[config.mk]
export PLATFORM = sky130hd
export DESIGN_NAME = ssi_fifo
export DESIGN_NICKNAME = d
export VERILOG_FILES = /design/src/ssi_pkg.sv /design/src/ssi_fifo.sv
export SDC_FILE = /design/constraint.sdc
export NUM_CORES = 1
export LEC_CHECK = 0
export BUFFER_PORTS_ARGS = -buffer_cell sky130_fd_sc_hd__buf_4
export CAP_MARGIN = 20
export CORE_ASPECT_RATIO = 1.4
export CORE_MARGIN = 3
export CORE_UTILIZATION = 30
export CTS_BUF_LIST = sky130_fd_sc_hd__clkbuf_4
export DETAILED_ROUTE_END_ITERATION = 12
export PLACE_DENSITY = 0.5
export SLEW_MARGIN = 20
export SYNTH_ARGS = -nofsm -noshare
export SYNTH_HDL_FRONTEND = slang
export SYNTH_SLANG_ARGS = --single-unit
[constraint.sdc]
create_clock -name i_clk -period 5.75 [get_ports i_clk]
set_input_delay 0.575 -clock i_clk [delete_from_list [all_inputs] [get_ports i_clk]]
set_output_delay 0.575 -clock i_clk [all_outputs]
set_load 0.05 [all_outputs]
[src/ssi_pkg.sv]
package ssi_pkg;

    // Sketch geometry
    localparam int PHYS_GROUPS    = 1024;
    localparam int VIRT_GROUPS    = 32;
    localparam int REGS_PER_GROUP = 128;
    localparam int ROWS           = 4;
    localparam int BUCKETS        = 1024;
    localparam int MAX_RHO        = 31;

    localparam int PG_W        = $clog2(PHYS_GROUPS);
    localparam int VG_W        = $clog2(VIRT_GROUPS);
    localparam int REG_W       = $clog2(REGS_PER_GROUP);
    localparam int ROW_W       = $clog2(ROWS);
    localparam int BKT_W       = $clog2(BUCKETS);
    localparam int RHO_W       = 5;
    localparam int RHO_ADDR_W  = PG_W + REG_W;
    localparam int RHO_DEPTH   = PHYS_GROUPS * REGS_PER_GROUP;
    localparam int SLOT_ADDR_W = ROW_W + BKT_W;
    localparam int SLOT_DEPTH  = ROWS * BUCKETS;
    localparam int SEED_W      = 14;

    // Estimator arithmetic: 2^-reg kept with 30 fraction bits
    localparam int FRAC_BITS = 30;
    localparam int SUM_W     = REG_W + FRAC_BITS + 1;
    localparam int NUM_W     = REG_W + FRAC_BITS + 16 + 1;

    localparam logic [31:0] ELEM_SEED_OFFSET = 32'd15417891;
    localparam logic [31:0] CARD_ONE         = 32'd65536;
    localparam logic [31:0] SAT32            = 32'hFFFF_FFFF;

    // Virtual-to-physical group mix table
    localparam logic [31:0] GROUP_MIX [0:31] = '{
        32'd2725628290, 32'd1444492164, 32'd1001369998, 32'd2291192083,
        32'd3632694421, 32'd3217476757, 32'd962572696,  32'd3523028760,
        32'd1564808096, 32'd1686744101, 32'd2572712615, 32'd186525479,
        32'd1267589045, 32'd2944996661, 32'd3807606838, 32'd2892595386,
        32'd1879920448, 32'd3800713281, 32'd4044617030, 32'd1088214349,
        32'd2912533710, 32'd4048616015, 32'd223249368,  32'd1094862426,
        32'd1603814236, 32'd3377932768, 32'd121561825,  32'd2119485156,
        32'd1642325476, 32'd1361943285, 32'd3238649846, 32'd992916862
    };

    typedef enum logic [2:0] {
        OUT_NONE     = 3'd0,
        OUT_UPDATED  = 3'd1,
        OUT_FILLED   = 3'd2,
        OUT_REPLACED = 3'd3,
        OUT_REFUSED  = 3'd4
    } t_outcome;

    // Classified item handed from front to back
    typedef struct packed {
        logic [31:0]           key;
        logic [15:0]           draw;
        logic [RHO_ADDR_W-1:0] rho_addr;
        logic [RHO_W-1:0]      rho;
        logic [BKT_W-1:0]      bucket;
    } t_job;

    localparam int FIFO_DEPTH = 2;

endpackage

[src/ssi_fifo.sv]
module ssi_fifo (
    input  logic          i_clk,
    input  logic          i_rst_n,
    input  logic          i_push,
    input  ssi_pkg::t_job i_data,
    output logic          o_full,
    input  logic          i_pop,
    output ssi_pkg::t_job o_data,
    output logic          o_empty
);
    import ssi_pkg::*;

    localparam int PTR_W = $clog2(FIFO_DEPTH);

    t_job             r_mem [FIFO_DEPTH];
    logic [PTR_W-1:0] r_wr, r_rd;
    logic [PTR_W:0]   r_cnt;

    assign o_full  = (r_cnt == (PTR_W+1)'(FIFO_DEPTH));
    assign o_empty = (r_cnt == '0);
    assign o_data  = r_mem[r_rd];

    // Storage
    always_ff @(posedge i_clk) begin
        if (i_push && !o_full) r_mem[r_wr] <= i_data;
    end

    // Pointers and fill count
    always_ff @(posedge i_clk) begin
        if (!i_rst_n) begin
            r_wr  <= '0;
            r_rd  <= '0;
            r_cnt <= '0;
        end else begin
            if (i_push && !o_full) r_wr <= r_wr + 1'b1;
            if (i_pop && !o_empty) r_rd <= r_rd + 1'b1;
            r_cnt <= r_cnt + (PTR_W+1)'(i_push && !o_full) - (PTR_W+1)'(i_pop && !o_empty);
        end
    end

    a_no_overflow: assert property (@(posedge i_clk) disable iff (!i_rst_n)
        o_full && !i_pop |=> r_cnt == (PTR_W+1)'(FIFO_DEPTH))
        else $error("fifo count moved while full");
    a_cnt_bound: assert property (@(posedge i_clk) disable iff (!i_rst_n)
        r_cnt <= (PTR_W+1)'(FIFO_DEPTH))
        else $error("fifo count beyond depth");
    a_empty_pop: assert property (@(posedge i_clk) disable iff (!i_rst_n)
        o_empty && !i_push |=> o_empty)
        else $error("fifo left empty without push");

endmodule

==> results of run 1 <==
[cell usage in the layout (no fill, tap or decap), types with 3 or more instances in the layout]
| cell | n |
|---|---|
| clkbuf_4 | 20 |
| bufinv_16 | 3 |
| edfxtp_1 | 160 |
| mux2_4 | 80 |
| buf_4 | 168 |
| dfxtp_1 | 4 |
| clkinv_4 | 3 |
| xnor2_1 | 3 |
[registers in the layout, summed over array words and instances, names as in the netlist, named ones only]
register and count:
r_cnt 2, r_mem 160, r_rd 1, r_wr 1
[worst paths after layout]
kind	startpoint	endpoint	slack [ps]	depth (start not counted)
hold reg to reg	r_wr	r_wr	540	2
setup reg to reg	r_cnt[0]	r_mem[0][54]	3150	4
hold / removal	i_data[68]	r_mem[0][68]	220	1
setup / recovery	register	o_data[44]	2350	3
[power breakdown]
| group | internal [W] | switching [W] | leakage, nW | total, W |
|---|---|---|---|---|
| clock network | 0.000318 | 0.000394 | 0.161 | 0.000711 |
| logic | 0.000570 | 0.000921 | 1.45 | 0.00149 |
| registers | 0.00151 | 0.000111 | 1.54 | 0.00162 |
[Yosys cell counts]
| cell type | count | area share [%] |
|---|---|---|
| and2_1 | 2 | 0.20 |
| and3_1 | 1 | 0.098 |
| buf_12 | 8 | 2.5 |
| buf_6 | 1 | 0.18 |
| dfxtp_1 | 5 | 1.6 |
| edfxtp_1 | 160 | 75 |
| ha_1 | 2 | 0.39 |
| inv_1 | 2 | 0.12 |
| mux2_4 | 80 | 19 |
| mux2i_1 | 1 | 0.16 |
| nand2_1 | 2 | 0.12 |
| nand2b_1 | 2 | 0.20 |
| nor2_1 | 2 | 0.12 |
| nor2b_1 | 2 | 0.20 |
| o21a_1 | 1 | 0.12 |
| xnor2_1 | 3 | 0.41 |
[logic make-up (layout without fill, tap and decap cells)]
kind of cell,count (synthesis),count (layout),synth area share (%)
other,0,1,0
buffers and inverters,11,201,2.79
DFF,165,165,76.5
muxes,81,81,18.9
and+or+nand+nor,11,11,0.917
AOI/OAI and AO/OA,1,1,0.117
adders and majority gates,2,2,0.390
xor gates and xnor gates,3,3,0.410
[worst max-delay path, cell delays in order, from the launching register on]
cell     delay, ps
dfxtp_4       1030
buf_4          590
mux2_4         350
buf_4          190
[per-layer routing]
layer	GRT usage, %	vias to the layer above
li1	-	1433
met1	11.0	1532
met2	19.4	97
met3	3.90	14
met4	4.59	0
met5	0	-
[cell type report]
class | count | area, um2 | share of cell area, %
flip-flops and latches | 165 | 4910 | 60.3
multi-input cells | 98 | 1340 | 16.5
repair buffers | 168 | 1260 | 15.5
well taps | 256 | 320 | 3.93
clock inverters | 11 | 151 | 1.86
clock buffers | 20 | 150 | 1.84
inverters | 2 | 7.51 | 0.0922
diodes | 1 | 2.50 | 0.0307
[through the flow]
step	cell area, um2	total power, W	utilization [%]	setup WS (ps)	std cells
3_5_place_dp	7840	0.00317	37.7	2890	689
6_report	8140	0.00382	39.2	2350	721
4_1_cts	8140	0.00389	39.2	2250	720
3_3_place_gp	7840	0.00316	37.7	2900	689
5_1_grt	8140	0.00400	39.2	2170	721
2_1_floorplan	6410	0.00282	-	1230	274
==> summary.md, run 1 <==
• **net count after synthesis** 360
• **leakage power** 3.15 nW
• **Period minus WS final** 3400 ps
• **global-route wire length before repair** 18,300 um
• **number of nets with antenna violations after routing** 0
• **Final Skew** 15.3 ps
• **initial standard-cell utilization of the core** 30.8%
• **CTS Hold Buffers Added** 0
• **Seq/Total Area, Yosys** 76.5%
• **FILL cells** 1,963
• **Yosys cell types** 16
• **core area** 20,800 um2
• **Worst-Margin Slew** 1070 ps
• **max_cap viols** 0
• **number of standard cells after synthesis** 274
• **crit share post-route** 59.0%
• **ratio of cells with drive above 1 in the final layout** 60.3%
• **Startpoint Class** register
• **Detailed Route WL** 12,500 um
• **largest driver fanout on the critical path** 53
• **final weighted congestion in routability-driven placement** 0.672
• **worst endpoint required time** 5180 ps
• **class of the most critical setup path** reg2out
• **RSZ-0062 raised after global routing** false
• **DRC** 0
• **number of warnings issued by yosys** 0
• **HP Class** in2reg
• **number of nets in the layout** 538
• **maximum buffer depth of the clock tree** 2
• **I/O pins** 166
• **Post-Route Hold Slack** 215 ps
• **GRT Residual Overflow** 0
• **total number of H-tree levels** 4
• **post-synthesis instance area** 6410 um2
• **overall die width** 130 um
• **number of placement rows** 62
• **post-synthesis register bit count** 165
• **detailed placement HPWL** 8230 um
• **Initial DRC Count** 162
• **overall via count from detail_route** 3,076
• **initial antenna violation count** 1
• **Metal-1 WL** 4620 um
• **Met3 Routed Length** 722 um
• **buffer type at the clock tree root** clkbuf_4
• **maximum resistive drop on vdd** 0.241 mV
• **Area Overhead vs Synth** 27.0%
• **mean post-synth cell area** 23.4 um2
• **top routing layer used** met4
• **detail-routed via count per cell** 4.27
• **number of setup violations in the final report** 0
• **worst-skew pair later-pin latency** 530 ps
• **total CTS buffers** 17
• **per-cell routed wire length** 17.3 um
• **number of buffers added for setup after CTS** 0
• **Resize count post-CTS** 0
• **final hold violations** 0
• **result of the run** complete, no violations
• **achievable clock frequency** 295 MHz
• **pin count of the biggest net entering global routing** 56
• **aggregate negative setup slack** 0 ps
• **clock transition at the registers of the reported paths** 140 ps
• **CTS Sinks** 165
• **met2 wire length** 6880 um
• **Die Outline Area** 23,200 um2
• **arrival time of data at the critical path endpoint** 2820 ps
• **via count of the first global-routing pass** 3,394
• **overall routing resource usage** 10.7%
• **power density relative to cell area** 470 nW/um2
• **CTS tree** built
• **die height** 179 um
• **# port buffers** 165
• **Crit. End Element** primary output
• **length of the first detailed-routing pass in iterations** 4
• **number of max-slew violations in the final report** 0
• **relative max-transition margin** 28.7%
No activity file was read; power rests on OpenSTA's default activity.
==> inputs of run 2 (changes only) <==
==> constraint.sdc (replaced) <==
create_clock -name i_clk -period 3.3 [get_ports i_clk]
set_input_delay 0.33 -clock i_clk [delete_from_list [all_inputs] [get_ports i_clk]]
set_output_delay 0.33 -clock i_clk [all_outputs]
set_load 0.05 [all_outputs]
==> run 2 against run 1 <==
First-iteration DRC count is 0.62% higher; clock skew is 8.7 ps higher; count of clock-buffer cells in the layout is 2 lower; critical path type unchanged; combinational power is 85% higher.
==> summary.md, run 2 (same netlist as run 1, synthesis figures left out) <==
• **class of the most critical setup path** reg2out, unchanged
• **maximum buffer depth of the clock tree** 2, unchanged
• **core area** 20,800 um2, unchanged
• **clock transition at the registers of the reported paths** 140 ps, about the same
• **overall routing resource usage** 11.0%, was 10.7%
• **most common cell after layout, fill and taps aside** buf_4, unchanged
• **final hold violations** 0, unchanged
• **Initial DRC Count** 163, was 162
• **achievable clock frequency** 388 MHz
• **initial standard-cell utilization of the core** 30.8%, unchanged
• **worst-skew pair later-pin latency** 530 ps, about the same
• **CTS Hold Buffers Added** 81, was 0
• **crit share post-route** 78.2%
• **overall via count from detail_route** 3,372, was 3,076
• **maximum resistive drop on vdd** 0.463 mV, was 0.241 mV
• **max_cap viols** 0, unchanged
• **Crit. End Element** primary output, unchanged
• **Period minus WS final** 2580 ps
• **CTS tree** built, unchanged
• **Worst path slowest cell** dfxtp_4, unchanged
• **number of buffers added for setup after CTS** 0, unchanged
• **leakage power** 3.48 nW, was 3.15 nW
• **HP Class** in2reg, unchanged
• **result of the run** complete, no violations, unchanged
• **aggregate negative setup slack** 0 ps, unchanged
• **I/O pins** 166, unchanged
• **number of placement rows** 62, unchanged
• **most frequent cells in the layout** buf_4, edfxtp_1, dlygate4sd3_1, was buf_4, edfxtp_1, mux2_4
• **largest driver fanout on the critical path** 26, was 53
• **GRT Residual Overflow** 0, unchanged
• **via count of the first global-routing pass** 3,753, was 3,394
• **power density relative to cell area** 738 nW/um2, was 470 nW/um2
• **number of setup violations in the final report** 0, unchanged
• **arrival time of data at the critical path endpoint** 2250 ps, was 2820 ps
• **Die Outline Area** 23,200 um2, unchanged
• **length of the first detailed-routing pass in iterations** 4, unchanged
• **Area Overhead vs Synth** 39.7%, was 27.0%
• **Largest Register** r_mem, unchanged
• **per-cell routed wire length** 15.8 um, was 17.3 um
• **global-route wire length before repair** 19,000 um, was 18,300 um
• **cell area after placement** 7880 um2, was 7840 um2
• **Detailed Route WL** 12,700 um, was 12,500 um
• **Final Non-Filler Cells** 806, was 721
• **DRC** 0, unchanged
• **overall die width** 130 um, unchanged
• **relative max-transition margin** 61.1%, was 28.7%
• **Largest regs** r_mem: 160 flops, r_cnt: 2 flops, unchanged
• **number of max-slew violations in the final report** 0, unchanged
• **# port buffers** 165, unchanged
• **detailed placement HPWL** 8290 um, was 8230 um
• **final weighted congestion in routability-driven placement** 0.673, was 0.672
• **cell area after layout** 8960 um2, was 8140 um2
• **die height** 179 um, unchanged
• **Most common cell on crit path** buf_4, unchanged
• **RSZ-0062 raised after global routing** false, unchanged
• **number of nets in the layout** 621, was 538
• **Startpoint Class** register, unchanged
• **Resize count post-CTS** 0, unchanged
• **Final Skew** 24.0 ps, was 15.3 ps
• **worst endpoint required time** 2970 ps, was 5180 ps
• **max reg flops** 160, unchanged
• **total number of H-tree levels** 4, unchanged
• **Worst-Margin Slew** 583 ps, was 1070 ps
• **placed insts** 691, was 689
• **pin count of the biggest net entering global routing** 46, was 56
• **CTS Sinks** 165, unchanged
• **total CTS buffers** 17, unchanged
• **number of nets with antenna violations after routing** 0, unchanged
• **highest cell delay on the worst timing path** 700 ps, was 1030 ps
• **list of cells traversed by the critical path** buf_4, mux2_4, buf_4, unchanged
• **initial antenna violation count** 2, was 1
• **detail-routed via count per cell** 4.18, was 4.27
• **ratio of cells with drive above 1 in the final layout** 51.6%, was 60.3%
• **buffer type at the clock tree root** clkbuf_4, unchanged
## run 2: final timing paths
kind                       end     start  slack [ps]  depth (start not counted)
setup reg to reg  r_mem[1][10]  r_cnt[0]        1420                          3
hold reg to reg       register      r_rd         530                          2
hold / removal            r_wr    i_push         180                          3
setup / recovery    o_data[29]  register         720                          3
## run 2: cell type report
cell class | count | area (um2)
clock inverters | 14 | 126
repair buffers | 251 | 2110
fillers | 1899 | 11800
multi-input cells | 98 | 1340
flip-flops and latches | 165 | 4910
diodes | 2 | 5.00
clock buffers | 18 | 135
well taps | 256 | 320
inverters | 2 | 7.51
## run 2: critical path: cells and delay by family, from the launching register on
kind,cells,cell delay (ps)
muxes,1,340
DFF,1,700
buffers and inverters,2,640
## run 2: power by group
group | switching (W) | internal (W) | total [W]
logic | 0.00168 | 0.00107 | 0.00275
clock network | 0.000712 | 0.000388 | 0.00110
registers | 0.000128 | 0.00263 | 0.00276
## run 2: per-layer routing
metal,global-route usage (%),vias to the layer above,routed length [um]
met4,4.42,0,165
met3,3.55,9,628
li1,-,1602,-
met1,11.0,1674,4630
met2,20.8,87,7320
met5,0,-,0
## run 2: per-stage QoR
| stage | utilization [%] | setup WS [ps] | hold slack [ps] | total power, W |
|---|---|---|---|---|
| after floorplan | - | 198 | 429 | 0.00491 |
| after global placement | 37.9 | 1300 | 512 | 0.00550 |
| after detailed placement | 37.9 | 1260 | 518 | 0.00553 |
| after CTS | 43.1 | 584 | 101 | 0.00673 |
| after global routing | 43.1 | 510 | 91.3 | 0.00692 |
| final | 43.1 | 721 | 182 | 0.00661 |
